==> src/design/tcw_pkg.sv <==
// Shared types, constants and helper functions of the text console character writer.
`default_nettype none

package tcw_pkg;

   localparam int COLUMNS    = 80;
   localparam int ROWS       = 25;
   localparam int COL_W      = 7;
   localparam int ROW_W      = 5;
   localparam int CHAR_W     = 8;
   localparam int ATTR_W     = 8;
   localparam int CELL_W     = CHAR_W + ATTR_W;
   localparam int CELL_COUNT = ROWS * COLUMNS;
   localparam int ADDR_W     = $clog2(CELL_COUNT);

   localparam int REQ_TDATA_W = 24;
   localparam int RSP_TDATA_W = 32;

   localparam logic [CHAR_W-1:0] CHAR_NEWLINE   = 8'h0A;
   localparam logic [CHAR_W-1:0] CHAR_RETURN    = 8'h0D;
   localparam logic [CHAR_W-1:0] CHAR_BACKSPACE = 8'h08;
   localparam logic [CHAR_W-1:0] CHAR_TAB       = 8'h09;
   localparam logic [CHAR_W-1:0] CHAR_BLANK     = 8'h20;
   localparam logic [ATTR_W-1:0] RESET_ATTR     = 8'h07;

   localparam logic CMD_PUT  = 1'b0;
   localparam logic CMD_READ = 1'b1;

   typedef enum logic [3:0] {
      OP_NONE,
      OP_CLEAR,
      OP_CAPTURE,
      OP_READ,
      OP_STORE,
      OP_NEWLINE,
      OP_RETURN,
      OP_BACKSPACE,
      OP_SCROLL,
      OP_RESPOND
   } dp_op_type;

   typedef enum logic [2:0] {
      CC_NEWLINE,
      CC_RETURN,
      CC_BACKSPACE,
      CC_TAB,
      CC_PRINT
   } char_class_type;

   typedef struct packed {
      dp_op_type op;
      logic      blank;
   } dp_cmd_type;

   typedef struct packed {
      logic           clear_last;
      logic           scroll_last;
      logic           scroll_pend;
      logic           tab_stop;
      logic           is_read;
      char_class_type char_class;
      logic           rsp_free;
   } dp_status_type;

   function automatic char_class_type classify(input logic [CHAR_W-1:0] ch);
      char_class_type cc;
      cc = CC_PRINT;
      if (ch == CHAR_NEWLINE) cc = CC_NEWLINE;
      else if (ch == CHAR_RETURN) cc = CC_RETURN;
      else if (ch == CHAR_BACKSPACE) cc = CC_BACKSPACE;
      else if (ch == CHAR_TAB) cc = CC_TAB;
      return cc;
   endfunction

   // Column is a multiple of seven: fold octal digits, since 8 is 1 modulo 7.
   function automatic logic tab_stop_hit(input logic [COL_W-1:0] col);
      logic [3:0] s1;
      logic [3:0] s2;
      s1 = 4'(col[6]) + 4'(col[5:3]) + 4'(col[2:0]);
      s2 = 4'(s1[3]) + 4'(s1[2:0]);
      return (s2 == 4'd0) || (s2 == 4'd7);
   endfunction

endpackage

`default_nettype wire

==> src/design/tcw_ctrl.sv <==
// Controller state machine that sequences requests through the datapath.
`default_nettype none

module tcw_ctrl (
   input  wire logic                   clock,
   input  wire logic                   reset,
   input  wire logic                   req_tvalid,
   output logic                        req_tready,
   input  wire tcw_pkg::dp_status_type status,
   output tcw_pkg::dp_cmd_type         cmd
);
   import tcw_pkg::*;

   typedef enum logic [2:0] {
      S_CLEAR,
      S_IDLE,
      S_DECODE,
      S_CHECK,
      S_TAB,
      S_SCROLL,
      S_DONE
   } state_type;

   state_type state_ff, state_in;

   assign req_tready = (state_ff == S_IDLE);

   always_comb begin
      state_in  = state_ff;
      cmd.op    = OP_NONE;
      cmd.blank = 1'b0;
      unique case (state_ff)
         S_CLEAR: begin
            cmd.op = OP_CLEAR;
            if (status.clear_last) state_in = S_IDLE;
         end
         S_IDLE: begin
            if (req_tvalid) begin
               cmd.op   = OP_CAPTURE;
               state_in = S_DECODE;
            end
         end
         S_DECODE: begin
            if (status.is_read) begin
               cmd.op   = OP_READ;
               state_in = S_DONE;
            end else begin
               unique case (status.char_class)
                  CC_NEWLINE: begin
                     cmd.op   = OP_NEWLINE;
                     state_in = S_CHECK;
                  end
                  CC_RETURN: begin
                     cmd.op   = OP_RETURN;
                     state_in = S_DONE;
                  end
                  CC_BACKSPACE: begin
                     cmd.op   = OP_BACKSPACE;
                     state_in = S_DONE;
                  end
                  CC_TAB: begin
                     cmd.op    = OP_STORE;
                     cmd.blank = 1'b1;
                     state_in  = S_CHECK;
                  end
                  default: begin
                     cmd.op   = OP_STORE;
                     state_in = S_CHECK;
                  end
               endcase
            end
         end
         S_CHECK: begin
            // scroll first, then keep spacing until the tab stop
            priority if (status.scroll_pend) begin
               state_in = S_SCROLL;
            end else if (status.char_class == CC_TAB && !status.tab_stop) begin
               state_in = S_TAB;
            end else begin
               state_in = S_DONE;
            end
         end
         S_TAB: begin
            cmd.op    = OP_STORE;
            cmd.blank = 1'b1;
            state_in  = S_CHECK;
         end
         S_SCROLL: begin
            cmd.op = OP_SCROLL;
            if (status.scroll_last) state_in = S_CHECK;
         end
         S_DONE: begin
            if (status.rsp_free) begin
               cmd.op   = OP_RESPOND;
               state_in = S_IDLE;
            end
         end
         default: begin
            state_in = S_IDLE;
         end
      endcase
   end

   always_ff @(posedge clock) begin
      if (reset) begin
         state_ff <= S_CLEAR;
      end else begin
         state_ff <= state_in;
      end
   end

endmodule

`default_nettype wire

==> config.mk <==
export PLATFORM = sky130hd
export DESIGN_NAME = tcw_ctrl
export DESIGN_NICKNAME = d
export VERILOG_FILES = /design/src/design/tcw_pkg.sv /design/src/design/tcw_ctrl.sv
export SDC_FILE = /design/constraint.sdc
export NUM_CORES = 1
export LEC_CHECK = 0
export ABC_AREA = 0
export BUFFER_PORTS_ARGS = -buffer_cell sky130_fd_sc_hd__buf_2
export CORE_AREA = 2 2 39 41
export CTS_CLUSTER_DIAMETER = 120
export DETAILED_ROUTE_END_ITERATION = 8
export DIE_AREA = 0 0 41 43
export MAX_ROUTING_LAYER = met4
export SLEW_MARGIN = 20
export SYNTH_ARGS = -nofsm -noshare
export SYNTH_HDL_FRONTEND = slang
export SYNTH_SLANG_ARGS = --single-unit
==> constraint.sdc <==
create_clock -name clock -period 1 [get_ports clock]
set_input_delay 0 -clock clock [delete_from_list [all_inputs] [get_ports clock]]
set_output_delay 0 -clock clock [all_outputs]
set_load 0.01 [all_outputs]
==> results.txt, run 1 <==
The run finished, with violations left. The checks that failed: setup timing. The longest individual stage delay on the worst path came out at 0.36 ns. The routability congestion estimate from global placement is 0.768. The required time at the endpoint of the critical path came out at 1.00 ns. In this run the number of H-tree levels came out at 1. The post-route netlist has 61.3% of its cells at a drive strength greater than 1. The relative area change from synthesis to final layout came out at 82.2%. The pin count of the biggest net entering global routing came out at 11. The clock latency reported for the late side of the worst-skew pair came out at 0.24 ns. Combinational cells account for 51.2% of the total power. The first-pass GRT wire length came out at 1690 um. The vertical extent of the die is 43 um. Summed over all cells, the static leakage comes to 0.292 nW. The cell count after synthesis came out at 48.

The wire-length estimate of the detail-placed layout is 641 um. The antenna cell count came out at 0. The placement-stage worst setup slack is -0.221 ns.

For this run, the leading register cell type out of synthesis is dfxtp_1. The start-to-end type of the worst setup path is flip-flop to output pin. Yosys printed 0 warnings. By area the synthesized netlist is led by dfxtp_1 17%, o21ai_0 8.4%, nor2_1 8.4%, a211oi_1 6.3%, nor3b_1 6.3%. The cell area power density is 1240 nW/um2. The synthesized area per cell came out at 7.46 um2. The total routing resource utilization after global routing is 14.5%. Setup repair after global routing could not meet its margin everywhere.

By instance count, the leading cell after synthesis is nor2_1. The number of buffers created by CTS came out at 3. The combined area of the multi-input logic cells came out at 320 um2. The via count of the first global-routing pass is 439. At the pin with the least slew margin, the transition time is 0.287 ns. The area enclosed by the die boundary came out at 1760 um2.

Summed over all instances, the cell type with the most area after synthesis is dfxtp_1. Ranked by flip-flop count, first place goes to state_ff. The floorplan step set the die width to 41 um. The number of antenna violations at the first check in global routing was 0. Max-cap violations in this run came to 0. The post-route clock skew came out at 0.00779 ns.

The area of the placeable core is 1380 um2. The arrival time of the worst setup path is 1.21 ns. The longest clock path from root to sink contains 2 buffers. Of all nets on the critical path, the largest fanout is 6. In the final layout, the registers with the most flip-flops are state_ff (3). The worst hold path belongs to the class input port to flip-flop. The worst setup path is launched from a flip-flop.

The internal power consumption is 0.522 mW. The final number of max-transition violations was 0. The register with the most flip-flops in the layout has 3 of them.

Timing would allow up to 827 MHz. The sequential fraction of design power came out at 21.7%. The share of async-settable or async-resettable flops after synthesis came out at 0%.

The overall routed net length is 1080 um. Ranked by instance count, the synthesized netlist is headed by 8 x nor2_1, 6 x o21ai_0. The number of top-level pins is 18. In this run, synthesis inferred 0 flip-flops with an integrated enable. The cell row count came out at 14. The sequential cell area in the final layout is 71.3 um2.

The iteration-0 DRC count of the detailed router is 1. The synthesis-stage register bit count is 3. The residual DRC count is 0. The number of different library cells in the post-synthesis netlist came out at 24. The total via count after detailed routing came out at 471. The final hold violation count is 0. The number of optimization iterations in the first detailed-route pass came out at 2. The ratio of final minimum period to clock period came out at 121%. For this configuration, the core starts out at a cell density of 25.9%. The net switching fraction of the power came out at 35.6%.

The worst-case headroom to the max-slew limit is 80.6%. The average wire per standard cell came out at 11.3 um. For this run, the post-layout net count is 93. The setup slack after layout is -0.209 ns.

The TritonCTS clock tree is done. Counting the fill cells in the layout gives 135. The clock edge transition at the registers on the reported setup and hold paths is 0.04 ns. The total setup violations reported at the end of the flow came out at 9.

The switching power of the nets came out at 0.288 mW. The signal on the critical path passes through and2b_1 -> nor2_1 -> a211oi_2 -> buf_2. The maximum ir drop on the vdd rail is 0.000519 V. The TritonCTS sink count came out at 3. The element type at the critical path end is an output pin. The number of nets handed over by synthesis was 60. The final cell utilization of the core is 47.1%. In this run, the clock network consumes 27.1% of the power.

The remaining antenna violation count is 0. The cell with the biggest individual delay on the critical path is dfxtp_4. The clock tree root driver cell is clkbuf_4. The area of the mapped netlist is 358 um2. The final period demand of the worst path is 1.21 ns. After synthesis, the largest area contributor takes up 16.8% of total cell area.

Sequential elements use 16.8% of the synthesized area. The count of buffers inserted at the top-level ports is 17. The final global-route overflow total is 0. Dividing the detail-routed via count by the number of cells gives 4.91.
-- through the flow --
stage          power [mW]  area [um2]  TNS (ns)  hold slack, ns  std cells
2_1_floorplan       0.376         364         0          0.0728         48
3_3_place_gp        0.441         453    -0.962           0.233         81
3_5_place_dp        0.443         453     -1.21           0.228         81
4_1_cts             0.756         588     -1.21          0.0138         94
5_1_grt             0.870         652     -1.70          0.0559         96
6_report            0.810         652     -1.18          0.0283         96
-- routing by layer --
metal	wire length [um]	track usage [%]	vias up	share of wire (%)
li1	-	-	240	-
met1	478	16.1	216	44
met2	538	24.7	13	50
met3	48	1.57	2	4.4
met4	17	6.00	0	1.6
met5	0	-	-	0
-- power by group through the flow --
stage / sequential [mW] / clock, mW / combinational (mW)
2_1_floorplan: 0.164 / 0 / 0.212
3_3_place_gp: 0.196 / 0 / 0.245
3_5_place_dp: 0.197 / 0 / 0.246
4_1_cts: 0.178 / 0.223 / 0.356
5_1_grt: 0.180 / 0.236 / 0.455
6_report: 0.175 / 0.220 / 0.415
-- worst paths after layout --
| path | startpoint | end | slack [ns] | depth (start not counted) |
|---|---|---|---|---|
| worst min register to register | state_ff[0] | state_ff[1] | 0.61 | 2 |
| worst max register to register | state_ff[0] | state_ff[1] | -0.12 | 5 |
| worst min-delay path | status[5] | state_ff[1] | 0.03 | 3 |
| worst max-delay path | state_ff[1] | cmd[0] | -0.21 | 4 |
-- placed cells by master (no fill, tap or decap), types with 2 or more instances in the layout --
| cell type | instances |
|---|---|
| o21ai_1 | 5 |
| clkbuf_4 | 3 |
| a21oi_1 | 2 |
| buf_6 | 5 |
| nor2_1 | 8 |
| nand3b_1 | 2 |
| a211oi_2 | 3 |
| and2b_2 | 2 |
| buf_4 | 7 |
| dlygate4sd3_1 | 2 |
| nand2_1 | 2 |
| dfxtp_4 | 3 |
| buf_2 | 17 |
| nor3b_2 | 3 |
-- worst max-delay path, delay by kind of cell, from the launching register on --
family	cells	cell delay, ns
simple gates	2	0.28
buf+inv	1	0.15
compound gates	1	0.18
flops	1	0.36
-- kinds of logic after synthesis --
group	share of synthesized area, %
and+or+nand+nor	38.8
DFF	16.8
AOI/OAI and AO/OA	31.1
xor gates and xnor gates	2.45
buffers and inverters	10.8
-- area by class of cell --
class                   count  area share (%)
clock buffers               4            4.03
flip-flops and latches      3            10.9
well taps                  16            3.07
multi-input cells          42            49.1
repair buffers             31            32.8
-- repair_timing --
action / 4_1_cts / 5_1_grt
endpoints found under the setup margin: 9 / 9
pin swaps: 3 / 7
endpoints found under the hold margin: 2 / 0
hold buffers: 2 / 0
buffers inserted: 7 / 3
resized for setup: 15 / 14
No activity file was read; power rests on OpenSTA's default activity.
==> run 2, diff against run 1 <==
==> constraint.sdc (replaced) <==
create_clock -name clock -period 1 [get_ports clock]
set_input_delay 0.1 -clock clock [delete_from_list [all_inputs] [get_ports clock]]
set_output_delay 0.1 -clock clock [all_outputs]
set_load 0.01 [all_outputs]
==> run 2 against run 1 <==
Against the previous run:
- the flow still finishes with violations (setup timing)
- highest routed layer unchanged
- critical path depth is 1 higher
- count of clock-buffer cells in the layout stayed put
- flip-flop and latch count stayed put
- global-route usage hardly changed
- cell area is 1.9% lower
- maximum frequency is 11% lower
- largest cell class unchanged
- sequential share of layout area is 0.21 points higher
- wire length is 3.1% higher
- via count is 1.9% higher
- first-iteration DRC count grew to 7.0 times the previous value
- cell count stayed put
- clock power is 3% lower
==> results.txt, run 2 (synthesis gave the netlist of run 1 again) <==
The number of flip-flops in the largest register came out at 3. The starting utilization of the core area came out at 25.9%. 0 antenna diodes ended up in the layout.

The library cells used most frequently in the layout, excluding fill and tap cells, are 17 x buf_2, 11 x buf_4, 6 x nor2_1. The cell sitting at the root of the clock tree is a clkbuf_4. The TritonCTS sink count is 3. Dividing the detail-routed via count by the number of cells gives 5.00. The setup total negative slack came out at -1.89 ns.

The cell row count came out at 14. In this run the tightest slew margin relative to its limit is 82.2%. The final hold violation count came to 0. In this run the tool buffered the top-level ports with 17 buffer cells. The cell area power density is 1250 nW/um2.

TritonCTS built the clock tree. The pin count of the biggest net entering global routing is 10. The number of optimization iterations in the first detailed-route pass came out at 4. The share of power burned in combinational logic is 52.4%. The first global-routing pass estimated 1650 um of wire. In this run the worst hold path is classified as input port to flip-flop. The arrival time of the worst setup path came out at 1.26 ns.

The number of top-level pins came out at 18. The net switching fraction of the power came out at 34.9%. The start-to-end type of the worst setup path is flip-flop to output pin.

The residual DRC count is 0. After detailed placement, the total cell area comes to 509 um2. The run finished, with violations left. For this design the total switching power over the nets is 0.278 mW. For this run, the post-layout net count is 93. The setup slack after layout is -0.358 ns. The commonest non-fill, non-tap cell in the layout is buf_2. The longest clock path from root to sink contains 2 buffers. The floorplan step set the die height to 43 um. The checks that failed: setup timing. In the final layout, the registers with the most flip-flops are state_ff (3). The sequential cells in the finished layout cover a total of 71.3 um2. The detailed placement HPWL is 780 um.

After the first detailed-routing iteration, the DRC count stood at 7. The number of instances in the placed design is 87. The number of buffers added to fix hold violations after cts is 0.

Max-cap violations in this run came to 0. The maximum fanout encountered on the critical timing path is 6. Timing analysis after detailed placement gives a worst setup slack of -0.141 ns.

The number of antenna violations at the first check in global routing came out at 0. After layout, the worst path uses 136% of the clock period. The overall routed net length is 1120 um.

The element type at the critical path end is an output pin. The total setup violations reported at the end of the flow is 9. Overall power consumption after layout is estimated at 0.797 mW. The maximum achievable frequency is 736 MHz.

IR analysis of the VDD net gives a maximum drop of 0.000703 V. The total routing resource utilization after global routing came out at 14.5%. Setup repair after global routing could not meet its margin everywhere.

The clock network power share is 26.7%. The horizontal extent of the die came out at 41 um. The smallest clock period supported by the final layout is computed as 1.36 ns. The clock reaches the later pin of the worst-skew pair after 0.23 ns. The worst setup path is launched from a flip-flop. The count of non-filler cells in the finished layout came out at 96. The required time at the endpoint of the critical path is 0.90 ns. The transition time at the pin with the least slew margin came out at 0.263 ns.

The H-tree level count came out at 1. The post-route worst hold slack came out at 0.0898 ns. The final global-route overflow total is 0.

The average wire per standard cell came out at 11.6 um. The post-route clock skew came out at 0.000416 ns. The fraction of layout instances using a drive strength above 1 is 65.0%. The post-layout instance area is 639 um2.

The combined area of the multi-input logic cells came out at 320 um2. The area enclosed by the die boundary came out at 1760 um2. The area of the placeable core came out at 1380 um2. The internal power consumption is 0.519 mW.

The routed layout has 480 vias. Ranked by flip-flop count, first place goes to state_ff. The total of fill cells in the finished design came out at 136. The final number of max-transition violations is 0. Clock-pin slew was measured on the worst setup and hold paths at 0.04 ns. The static leakage came out at 0.285 nW. The remaining antenna violation count is 0. The sequential fraction of design power came out at 20.9%. The via count of the first global-routing pass came out at 425.

Counting the buffers created by CTS gives 3. The routability congestion estimate from global placement came out at 0.791. The final cell utilization of the core came out at 46.2%. The relative area change from synthesis to final layout is 78.7%.
-- run 2: power by group through the flow --
stage | Sequential, mW | Clock, mW | Combinational (mW)
global route | 0.169 | 0.244 | 0.456
detailed placement | 0.173 | 0 | 0.321
global placement | 0.171 | 0 | 0.319
CTS | 0.166 | 0.228 | 0.399
floorplan | 0.164 | 0 | 0.220
finish | 0.167 | 0.213 | 0.417
-- run 2: worst max-delay path, stage by stage, from the launching register on --
cell,delay (ns)
dfxtp_4,0.35
buf_6,0.12
or2b_1,0.23
o21ai_1,0.08
and2_1,0.13
buf_2,0.12
-- run 2: final cells by class --
cell class | instances | share of cell area [%]
tap | 16 | 3.13
timing repair buffer | 31 | 31.5
multi-input combinational | 42 | 50.1
sequential | 3 | 11.2
clock buffer | 4 | 4.11
-- run 2: metal layers --
layer	global-route usage, %	part of all wire, %	vias up
met1	15.3	42	218
met5	-	0	-
met4	3.33	1.3	0
met2	22.5	48	20
li1	-	-	240
met3	8.38	8.2	2
-- run 2: repair_timing --
item                                   CTS  global route
resized for setup                       17             3
endpoints found under the hold margin    0             0
setup endpoints to repair                9             9
pin swaps                                5             3
setup buffers                            5             1
-- run 2: path summary, 6_finish.rpt --
check,from,end,slack [ns],cells past startpoint
setup / recovery,state_ff[1],cmd[4],-0.36,5
hold / removal,reset,state_ff[2],0.09,2
setup reg to reg,state_ff[0],state_ff[1],-0.30,5
hold reg to reg,state_ff[0],state_ff[1],0.63,2
